**src/sv/mbk_pkg.sv**
```systemverilog
// Shared types, constants, and command and status structs for the k-means center engine.
package mbk_pkg;

  localparam int NUM_CENTERS = 8;
  localparam int NUM_DIMS    = 16;
  localparam int COORD_WIDTH = 32;

  localparam int CI_W    = $clog2(NUM_CENTERS);
  localparam int DI_W    = $clog2(NUM_DIMS);
  localparam int ADDR_W  = CI_W + DI_W;
  localparam int DEPTH   = NUM_CENTERS * NUM_DIMS;
  localparam int CNT_W   = 24;
  localparam int DIST_W  = 64;
  localparam int DIFF_W  = COORD_WIDTH + 1;
  localparam int ACT_W   = 4;
  localparam int DIVC_W  = $clog2(DIFF_W + 1);

  localparam logic [CNT_W-1:0] COUNT_MAX = {CNT_W{1'b1}};
  localparam logic [ACT_W-1:0] ACT_RESET = ACT_W'(8);

  localparam logic [1:0] OP_LOAD   = 2'd0;
  localparam logic [1:0] OP_ASSIGN = 2'd1;
  localparam logic [1:0] OP_UPDATE = 2'd2;
  localparam logic [1:0] OP_READ   = 2'd3;

  // controller -> datapath commands
  typedef struct packed {
    logic              capture;    // latch the accepted item
    logic              mem_rd;     // read table at addr of center ctr_ci or item center
    logic              use_ctr;    // address uses center counter, not item center
    logic [CI_W-1:0]   ctr_ci;
    logic              mem_wr_load;
    logic              mem_wr_upd;
    logic              mul_go;     // register square of diff (uses rdata)
    logic              acc_go;     // accumulate square into sum[acc_ci]
    logic [CI_W-1:0]   acc_ci;
    logic              cmp_init;
    logic              cmp_step;
    logic [CI_W-1:0]   cmp_ci;
    logic              clr_sums;
    logic              cnt_bump;
    logic              div_start;
    logic              div_step;
    logic              res_assign;
    logic              res_coord;  // read result from rdata
    logic              res_upd;
    logic              res_zero;   // read out of range
  } mbk_cmd_t;

  typedef struct packed {
    logic [1:0] op;
    logic       c_ok;
    logic       d_ok;
    logic       dim0;       // item carries coordinate zero
    logic       last;
    logic       div_done;
  } mbk_sts_t;

endpackage

```
**src/sv/mbk_ctrl.sv**
```systemverilog
// Controller state machine sequencing loads, assigns, updates and reads.
module mbk_ctrl (
  input  logic                 clk,
  input  logic                 rst,
  input  logic                 in_valid,
  output logic                 in_stall,
  input  logic                 out_valid,
  input  logic [3:0]           active_centers,
  input  mbk_pkg::mbk_sts_t    sts,
  output mbk_pkg::mbk_cmd_t    cmd
);
  import mbk_pkg::*;

  localparam logic [2:0] S_IDLE  = 3'd0;
  localparam logic [2:0] S_DEC   = 3'd1;
  localparam logic [2:0] S_ARD   = 3'd2;  // read center j
  localparam logic [2:0] S_AMUL  = 3'd3;  // square
  localparam logic [2:0] S_AACC  = 3'd4;  // accumulate, next j
  localparam logic [2:0] S_CMP   = 3'd5;
  localparam logic [2:0] S_URD   = 3'd6;
  localparam logic [2:0] S_UDIV  = 3'd7;

  logic [2:0]      state, state_next;
  logic [CI_W:0]   j, j_next;
  logic [CI_W:0]   n_act;
  logic            ustart, ustart_next;

  always_comb begin
    if (active_centers == '0) n_act = (CI_W+1)'(1);
    else if (active_centers > 4'(NUM_CENTERS)) n_act = (CI_W+1)'(NUM_CENTERS);
    else n_act = (CI_W+1)'(active_centers);
  end

  assign in_stall = (state != S_IDLE) || out_valid;

  always_comb begin
    cmd         = '0;
    state_next  = state;
    j_next      = j;
    ustart_next = ustart;
    cmd.ctr_ci  = j[CI_W-1:0];
    cmd.acc_ci  = j[CI_W-1:0];
    cmd.cmp_ci  = j[CI_W-1:0];
    unique case (state)
      S_IDLE: begin
        if (in_valid && !in_stall) begin
          cmd.capture = 1'b1;
          state_next  = S_DEC;
        end
      end
      S_DEC: begin
        j_next = '0;
        unique case (sts.op)
          OP_LOAD: begin
            cmd.mem_wr_load = sts.c_ok && sts.d_ok;
            state_next = S_IDLE;
          end
          OP_ASSIGN: state_next = sts.d_ok ? S_ARD : S_CMP;
          OP_UPDATE: begin
            if (sts.c_ok && sts.d_ok) begin
              cmd.mem_rd   = 1'b1;
              cmd.cnt_bump = sts.dim0;
              state_next   = S_URD;
            end else begin
              state_next = S_IDLE;
            end
          end
          OP_READ: begin
            if (sts.c_ok && sts.d_ok) begin
              cmd.mem_rd = 1'b1;
              state_next = S_URD;
            end else begin
              cmd.res_zero = 1'b1;
              state_next   = S_IDLE;
            end
          end
          default: state_next = S_IDLE;
        endcase
      end
      S_ARD: begin
        cmd.mem_rd  = 1'b1;
        cmd.use_ctr = 1'b1;
        state_next  = S_AMUL;
      end
      S_AMUL: begin
        cmd.mul_go = 1'b1;
        state_next = S_AACC;
      end
      S_AACC: begin
        cmd.acc_go = 1'b1;
        j_next     = j + 1'b1;
        state_next = (j + 1'b1 == n_act) ? S_CMP : S_ARD;
        if (j + 1'b1 == n_act) j_next = '0;
      end
      S_CMP: begin
        if (!sts.last) begin
          state_next = S_IDLE;
        end else if (j == '0) begin
          cmd.cmp_init = 1'b1;
          j_next = (CI_W+1)'(1);
          if (n_act == (CI_W+1)'(1)) j_next = n_act;
        end else if (j < n_act) begin
          cmd.cmp_step = 1'b1;
          j_next = j + 1'b1;
        end else begin
          cmd.res_assign = 1'b1;
          cmd.clr_sums   = 1'b1;
          j_next         = '0;
          state_next     = S_IDLE;
        end
      end
      S_URD: begin
        if (sts.op == OP_READ) begin
          cmd.res_coord = 1'b1;
          state_next    = S_IDLE;
        end else begin
          cmd.div_start = 1'b1;
          ustart_next   = 1'b1;
          state_next    = S_UDIV;
        end
      end
      S_UDIV: begin
        ustart_next  = 1'b0;
        cmd.div_step = 1'b1;
        if (sts.div_done && !ustart) begin
          cmd.res_upd     = 1'b1;
          cmd.mem_wr_upd  = 1'b1;
          state_next      = S_IDLE;
        end
      end
      default: state_next = S_IDLE;
    endcase
  end

  always_ff @(posedge clk) begin
    if (rst) begin
      state  <= S_IDLE;
      j      <= '0;
      ustart <= 1'b0;
    end else begin
      state  <= state_next;
      j      <= j_next;
      ustart <= ustart_next;
    end
  end
endmodule

```
**config.mk**
```make
export PLATFORM = sky130hd
export DESIGN_NAME = mbk_ctrl
export DESIGN_NICKNAME = d
export VERILOG_FILES = /design/src/sv/mbk_pkg.sv /design/src/sv/mbk_ctrl.sv
export SDC_FILE = /design/constraint.sdc
export NUM_CORES = 1
export LEC_CHECK = 0
export ABC_AREA = 1
export BUFFER_PORTS_ARGS = -buffer_cell sky130_fd_sc_hd__buf_4
export CORE_MARGIN = 2
export CORE_UTILIZATION = 47
export DETAILED_ROUTE_END_ITERATION = 8
export PLACE_DENSITY = 0.79
export SETUP_SLACK_MARGIN = 0.2
export SYNTH_ARGS = -nofsm -noshare
export SYNTH_HDL_FRONTEND = slang
export SYNTH_SLANG_ARGS = --single-unit
```
**constraint.sdc**
```tcl
create_clock -name clk -period 2.3 [get_ports clk]
set_input_delay 0.345 -clock clk [delete_from_list [all_inputs] [get_ports clk]]
set_output_delay 0.345 -clock clk [all_outputs]
set_load 0.1 [all_outputs]
```
==> run_results.csv, run 1 <==
group,metric,value,unit
logic_synthesis,ys_async_sr_fraction,0,%
logic_synthesis,synth_edf_count,0,
logic_synthesis,synth_simple_gate_area_share,43.6,%
logic_synthesis,netlist_top_cells_count,"nand2_1 (36), inv_1 (26), nand3_1 (14)",
job,maxCapViolCount,0,
grt,grt_max_degree,10,
cells_and_area,finalNonFillerCells,232,
detailed_routing,wire_per_inst,11.4,um
worst_setup_path,crit_chain,"buf_8, inv_12, nand2_4, o21ai_2, nand2_1, ha_1, inv_1, o21bai_1, nand3_1, nand2_2, nand3_2, clkinvlp_4, buf_12",
worst_setup_path,critPathBufInv,5,
power,ir_drop,0.262,mV
detailed_routing,num_vias,1173,
worst_setup_path,crit_type,"in -> out",
sta,tightest_slew,0.431,ns
cells_and_area,postLayoutCoreUtil,78.3,%
cells_and_area,syn2layout_area_growth,57.3,%
grt,overflow,0,
logic_synthesis,yosys.area.top_type,"dfxtp_1",
cts,cts.sinks,8,
detailed_routing,drtAntennaViolNets,0,
worst_setup_path,slowest_delay,0.28,ns
logic_synthesis,synth_top_family_by_area,"simple AND/OR/NAND/NOR gates",
worst_setup_path,start_kind,"primary input",
floorplan,die_h,49.6,um
logic_synthesis,synth_cells,161,
logic_synthesis,synthTopCellsByArea,"dfxtp_1 (16%), nand2_1 (14%), inv_1 (10%)",
logic_synthesis,yosys_register_bits,8,
cts,insertion_delay,0.26,ns
placed_design,io_buffers,41,
floorplan,io_pins,42,
sta,rsz0062_at_grt,"true",
cts,cts_inserted_buffers,3,
worst_setup_path,crit_family,"buffers and inverters",
floorplan,initial_utilization,49.7,%
power,finalPower,0.571,mW
logic_synthesis,syn_area,976,um2
detailed_routing,finalWirelength,2660,um
logic_synthesis,synth_mux_area_share,0,%
cts,clockBufferDepth,2,
detailed_routing,drt_iter0_drc,38,
detailed_routing,vias_per_cell,5.06,
logic_synthesis,synth_compound_area_share,11.3,%
cts,htree_levels,1,
cts,hold_buffers,0,
grt,grtUsageTotal,22.8,%
grt,antenna_found_initial,0,
cts,cts_tree,"built",
worst_setup_path,crit_slowest_cell,"ha_1",
floorplan,core_area,0.00196,mm2
sta,slew_viol_final,0,
cells_and_area,n_antenna_cell,0,
sta,slew_headroom,71.1,%
sta,max_freq,0.470,GHz
worst_setup_path,worst_ep_required_time,1.96,ns
worst_setup_path,end_kind,"output port",
placed_design,dp_hpwl,2210,um
cts,cts-root-buf,"clkbuf_4",
sta,hold_viol,0,
placed_design,gp_congestion,0.907,
cells_and_area,drive_gt1_share,42.9,%
cells_and_area,nets,227,
floorplan,die_area,0.00246,mm2
grt,grt_pass1_wl,4450,um
worst_setup_path,critPathArrivalTime,1.78,ns
logic_synthesis,synthXorXnorAreaFrac,0,%
min_path,hold_path_class,"in -> reg",
worst_setup_path,rrSetupSlack,0.46,ns
sta,period_needed,2.13,ns
floorplan,die_x,49.6,um
logic_synthesis,yosysWarnings,0,
worst_setup_path,cp_max_fo,3,
logic_synthesis,synth_fa_ha_area_share,7.69,%
logic_synthesis,synth_cell_types,25,
placed_design,placed_cells,223,
logic_synthesis,avgSynthCellArea,6.06,um2
logic_synthesis,synthesis.nets,182,
power,p_leak,0.757,nW
logic_synthesis,yosysTopAreaCellShare,16.4,%
sta,fin_crit_sh,92.6,%
detailed_routing,drt_pass1_iterations,4,
cts,clkSlewWorstSetupHoldPaths,0.05,ns
outcome,status,"finished clean",
power,power.density,372,mW/mm2
logic_synthesis,synth_top_flop_cell,"dfxtp_1",
sta,whs,0.306,ns
logic_synthesis,yosysMostFrequentCell,"nand2_1",
sta,finalClockSkew,0.00635,ns
floorplan,std_cell_rows,16,
grt,grt_pass1_vias,1080,
logic_synthesis,ys_seq_area_share,16.4,%
detailed_routing,drc,0,
cells_and_area,fillers,162,
sta,finalSetupViolCount,0,
through the flow:
step	cell area, um2	setup WS [ns]	TNS (ns)
after floorplan	1150	-0.612	-2.93
after global placement	1420	0.105	0
after detailed placement	1420	0.0644	0
after CTS	1520	0.135	0
after global routing	1540	0.0654	0
final	1540	0.170	0
final cells by class:
type / instances / area, um2 / share of cell area [%]
Sequential cell: 8 / 169 / 11.0
Clock buffer: 4 / 26.3 / 1.71
Timing Repair Buffer: 51 / 430 / 28.0
Inverter: 32 / 146 / 9.54
Tap cell: 27 / 33.8 / 2.20
Multi-Input combinational cell: 110 / 729 / 47.5
routing by layer:
layer	track usage, %	up-vias	share of wire (%)
met5	0	-	0
met4	7.41	0	1.4
met1	29.0	510	43
met3	2.73	5	6.2
li1	-	610	-
met2	39.6	48	49
worst paths after layout:
check	from	to	cells after the start
setup / recovery	active_centers[2]	cmd[3]	13
hold / removal	rst	j[3]	2
setup reg to reg	j[1]	state[0]	14
hold reg to reg	ustart	ustart	2
power by group:
group / switching [mW] / internal, mW / total (mW)
Sequential: 0.0160 / 0.148 / 0.164
Combinational: 0.209 / 0.0844 / 0.293
Clock: 0.0477 / 0.0663 / 0.114
state kept, by name, summed over array words and instances, names as in the netlist:
| register | cells |
|---|---|
| j | 4 |
| state | 3 |
| ustart | 1 |
kinds of logic (layout without fill, tap and decap cells):
kind of cell	after synthesis	in the layout
and+or+nand+nor	85	85
AOI/OAI and AO/OA	19	19
adders and majority gates	6	6
buffers and inverters	43	87
DFF	8	8
repair_timing:
| action | in CTS | in global routing |
|---|---|---|
| gates resized for setup | 11 | 2 |
| setup buffers | 3 | 2 |
| setup endpoints to repair | 3 | 5 |
| gates cloned | 0 | 0 |
| endpoints found under the hold margin | 0 | 0 |
| pin swaps | 6 | 5 |
layout by cell type (no fill, tap or decap), types with 2 or more instances in the layout:
| cell type | n |
|---|---|
| nor3_2 | 3 |
| nand3_1 | 13 |
| inv_1 | 23 |
| nor3_1 | 2 |
| inv_2 | 5 |
| buf_12 | 2 |
| buf_8 | 2 |
| o21ai_1 | 5 |
| dfxtp_4 | 2 |
| o21ai_2 | 2 |
| a21oi_2 | 2 |
| nand4_1 | 6 |
| nor2_1 | 10 |
| nand2_1 | 34 |
| nor4_4 | 2 |
| ha_1 | 6 |
| nor3_4 | 5 |
| buf_6 | 2 |
| a21oi_1 | 7 |
| buf_4 | 45 |
| nand3b_1 | 2 |
| clkbuf_4 | 3 |
| dfxtp_1 | 5 |
(Power assumes the default switching activity.)
==> run 2: changes to the inputs <==
--- a/config.mk
+++ b/config.mk
@@ -5,12 +5,11 @@
 export SDC_FILE = /design/constraint.sdc
 export NUM_CORES = 1
 export LEC_CHECK = 0
-export ABC_AREA = 1
 export BUFFER_PORTS_ARGS = -buffer_cell sky130_fd_sc_hd__buf_4
 export CORE_MARGIN = 2
-export CORE_UTILIZATION = 47
+export CORE_UTILIZATION = 45
 export DETAILED_ROUTE_END_ITERATION = 8
-export PLACE_DENSITY = 0.79
+export PLACE_DENSITY = 0.78
 export SETUP_SLACK_MARGIN = 0.2
 export SYNTH_ARGS = -nofsm -noshare
 export SYNTH_HDL_FRONTEND = slang
==> run 2 against run 1 <==
  * Die area shrank 7.4%
  * Power shrank 12%
  * Worst hold slack gained 0.00050 ns
  * Critical path depth shrank 6
  * Via count shrank 19%
  * Largest cell class unchanged
  * First-iteration DRC count shrank 76%
  * Utilization shrank 1.2 points
  * Setup slack gained 0.065 ns
  * Critical path type unchanged
  * Maximum frequency grew 3.2%
  * Cell area shrank 11%
  * Sequential share of layout area grew 1.9 points
  * Combinational power shrank 18%
==> run_results.csv, run 2 <==
group,metric,value,unit
worst_setup_path,rrSetupSlack,0.38,ns
logic_synthesis,synthTopCellsByArea,"dfxtp_1 (19%), buf_4 (9.6%), ha_1 (8.7%)",
min_path,worstHoldPathCells,2,
power,finalPower,0.500,mW
logic_synthesis,synth_edf_count,0,
grt,grt_pass1_vias,837,
cells_and_area,finalNonFillerCells,177,
floorplan,die_area,0.00228,mm2
worst_setup_path,start_kind,"primary input",
detailed_routing,finalWirelength,2350,um
sta,max_freq,0.484,GHz
detailed_routing,num_vias,947,
cells_and_area,drive_gt1_share,55.3,%
worst_setup_path,slowest_delay,0.28,ns
floorplan,core_area,0.00176,mm2
worst_setup_path,end_kind,"output port",
worst_setup_path,crit_slowest_cell,"buf_6",
grt,overflow,0,
min_path,hold_path_startpoint,"rst",
floorplan,std_cell_rows,15,
floorplan,die_x,47.7,um
logic_synthesis,yosys_register_bits,8,
power,power.density,368,mW/mm2
grt,grt_pass1_wl,3290,um
cts,htree_levels,1,
placed_design,place_area,0.00119,mm2
cells_and_area,layout_common_cells,"buf_4 (46), nand2_1 (6), nand2b_1 (6), nor2_1 (6)",
detailed_routing,vias_per_cell,5.35,
cells_and_area,syn2layout_area_growth,58.2,%
logic_synthesis,yosysTopAreaCellShare,18.6,%
min_path,min_to,"j[0]",
logic_synthesis,synth_top_flop_cell,"dfxtp_1",
worst_setup_path,reg2reg_to,"j[3]",
logic_synthesis,synth_cell_types,37,
min_path,hold_path_class,"in -> reg",
cells_and_area,final_common_cell,"buf_4",
cells_and_area,n_antenna_cell,0,
sta,slew_viol_final,0,
sta,finalClockSkew,0.00639,ns
cells_and_area,top_regs,"j: 4 flops, state: 3 flops, ustart: 1 flops",
worst_setup_path,r2r_start,"j[0]",
grt,grt_max_degree,11,
logic_synthesis,avgSynthCellArea,7.74,um2
sta,fin_crit_sh,89.8,%
cts,insertion_delay,0.25,ns
sta,hold_viol,0,
outcome,status,"finished clean",
worst_setup_path,cp_max_fo,4,
floorplan,die_h,47.7,um
placed_design,gp_congestion,0.825,
cts,cts_inserted_buffers,3,
cells_and_area,nets,175,
sta,whs,0.307,ns
sta,slew_headroom,67.9,%
placed_design,io_buffers,41,
logic_synthesis,netlist_top_cells_count,"buf_4 (11), nor2_1 (9), dfxtp_1 (8), nand2b_1 (8), inv_1 (7)",
worst_setup_path,r2r_cells,7,
sta,period_needed,2.06,ns
logic_synthesis,ys_async_sr_fraction,0,%
logic_synthesis,yosys.area.top_type,"dfxtp_1",
sta,rsz0062_at_grt,"false",
cells_and_area,regMostFlops,"j",
sta,tns,0,ns
detailed_routing,drt_pass1_iterations,4,
grt,grtUsageTotal,20.5,%
sta,tightest_slew,0.476,ns
cells_and_area,fillers,143,
cts,clkSlewWorstSetupHoldPaths,0.06,ns
sta,finalSetupViolCount,0,
job,maxCapViolCount,0,
cts,cts-root-buf,"clkbuf_4",
logic_synthesis,yosysWarnings,0,
power,p_leak,0.631,nW
cells_and_area,largest_reg_flops,4,
power,ir_drop,0.256,mV
logic_synthesis,syn_area,860,um2
placed_design,placed_cells,166,
worst_setup_path,crit_type,"in -> out",
floorplan,initial_utilization,48.7,%
logic_synthesis,synthesis.nets,132,
detailed_routing,drtAntennaViolNets,0,
detailed_routing,wire_per_inst,13.3,um
grt,antenna_found_initial,0,
cells_and_area,stdcell_area,0.00136,mm2
worst_setup_path,critPathArrivalTime,1.72,ns
cts,clockBufferDepth,2,
worst_setup_path,crit_chain,"buf_8, nand2b_4, ha_4, nor2b_4, o211a_4, a2111oi_4, buf_6",
logic_synthesis,ys_seq_area_share,18.6,%
worst_setup_path,worst_ep_required_time,1.96,ns
logic_synthesis,synth_cells,111,
cts,cts_tree,"built",
floorplan,io_pins,42,
logic_synthesis,yosysMostFrequentCell,"buf_4",
cts,cts.sinks,8,
detailed_routing,drt_iter0_drc,9,
placed_design,dp_hpwl,1820,um
detailed_routing,drc,0,
run 2: how the worst max path moves through the flow:
stage | from | to | slack, ns | depth (start not counted)
2_1_floorplan | state[1] | cmd[0] | -0.31 | 2
3_3_place_gp | active_centers[3] | cmd[7] | 0.17 | 8
3_5_place_dp | active_centers[3] | cmd[3] | 0.14 | 8
4_1_cts | j[1] | cmd[11] | 0.17 | 5
5_1_grt | j[0] | cmd[11] | 0.19 | 6
6_report | active_centers[3] | cmd[11] | 0.24 | 7
run 2: per-stage QoR:
| stage | utilization, % | setup slack [ns] |
|---|---|---|
| 2_1_floorplan | - | -0.305 |
| 3_3_place_gp | 67.5 | 0.172 |
| 3_5_place_dp | 67.5 | 0.141 |
| 4_1_cts | 71.9 | 0.170 |
| 5_1_grt | 77.1 | 0.189 |
| 6_report | 77.1 | 0.236 |
run 2: critical path, delay by kind of cell:
| kind | cells | cell delay (ns) |
|---|---|---|
| AO/OA/AOI/OAI | 2 | 0.50 |
| buffers and inverters | 2 | 0.38 |
| AND/OR/NAND/NOR | 2 | 0.26 |
| adder cells (fa/ha/maj) | 1 | 0.23 |
run 2: where the power goes:
part | switching [mW] | internal (mW)
sequential | 0.0102 | 0.142
clock | 0.0481 | 0.0597
combinational | 0.159 | 0.0806
run 2: area by class of cell:
cell class                      instances  area, um2  area share (%)
Clock buffer                            3       22.5            1.66
Timing Repair Buffer                   51        405            29.8
Sequential cell                         8        175            12.9
Multi-Input combinational cell         83        697            51.2
Inverter                                7       28.8            2.12
Tap cell                               25       31.3            2.30
run 2: repair_timing:
item / 4_1_cts / 5_1_grt
pin swaps: 3 / 4
hold buffers: 0 / 0
setup buffers: 4 / 4
gates resized for setup: 9 / 18
endpoints found under the setup margin: 3 / 4
run 2: metal layers:
layer | GRT usage [%] | up-vias | part of all wire, %
li1 | - | 469 | -
met3 | 3.40 | 4 | 5.0
met2 | 41.9 | 40 | 57
met1 | 20.9 | 434 | 37
met5 | 0 | - | 0
met4 | 5.41 | 0 | 1.2
run 2: cells by family after synthesis:
logic type	after synthesis	share of synthesized area, %
AND/OR/NAND/NOR	51	34.2
buffers and inverters	20	13.7
AO/OA/AOI/OAI	21	19.7
XOR/XNOR	5	5.10
flip-flops	8	18.6
adder cells (fa/ha/maj)	6	8.73
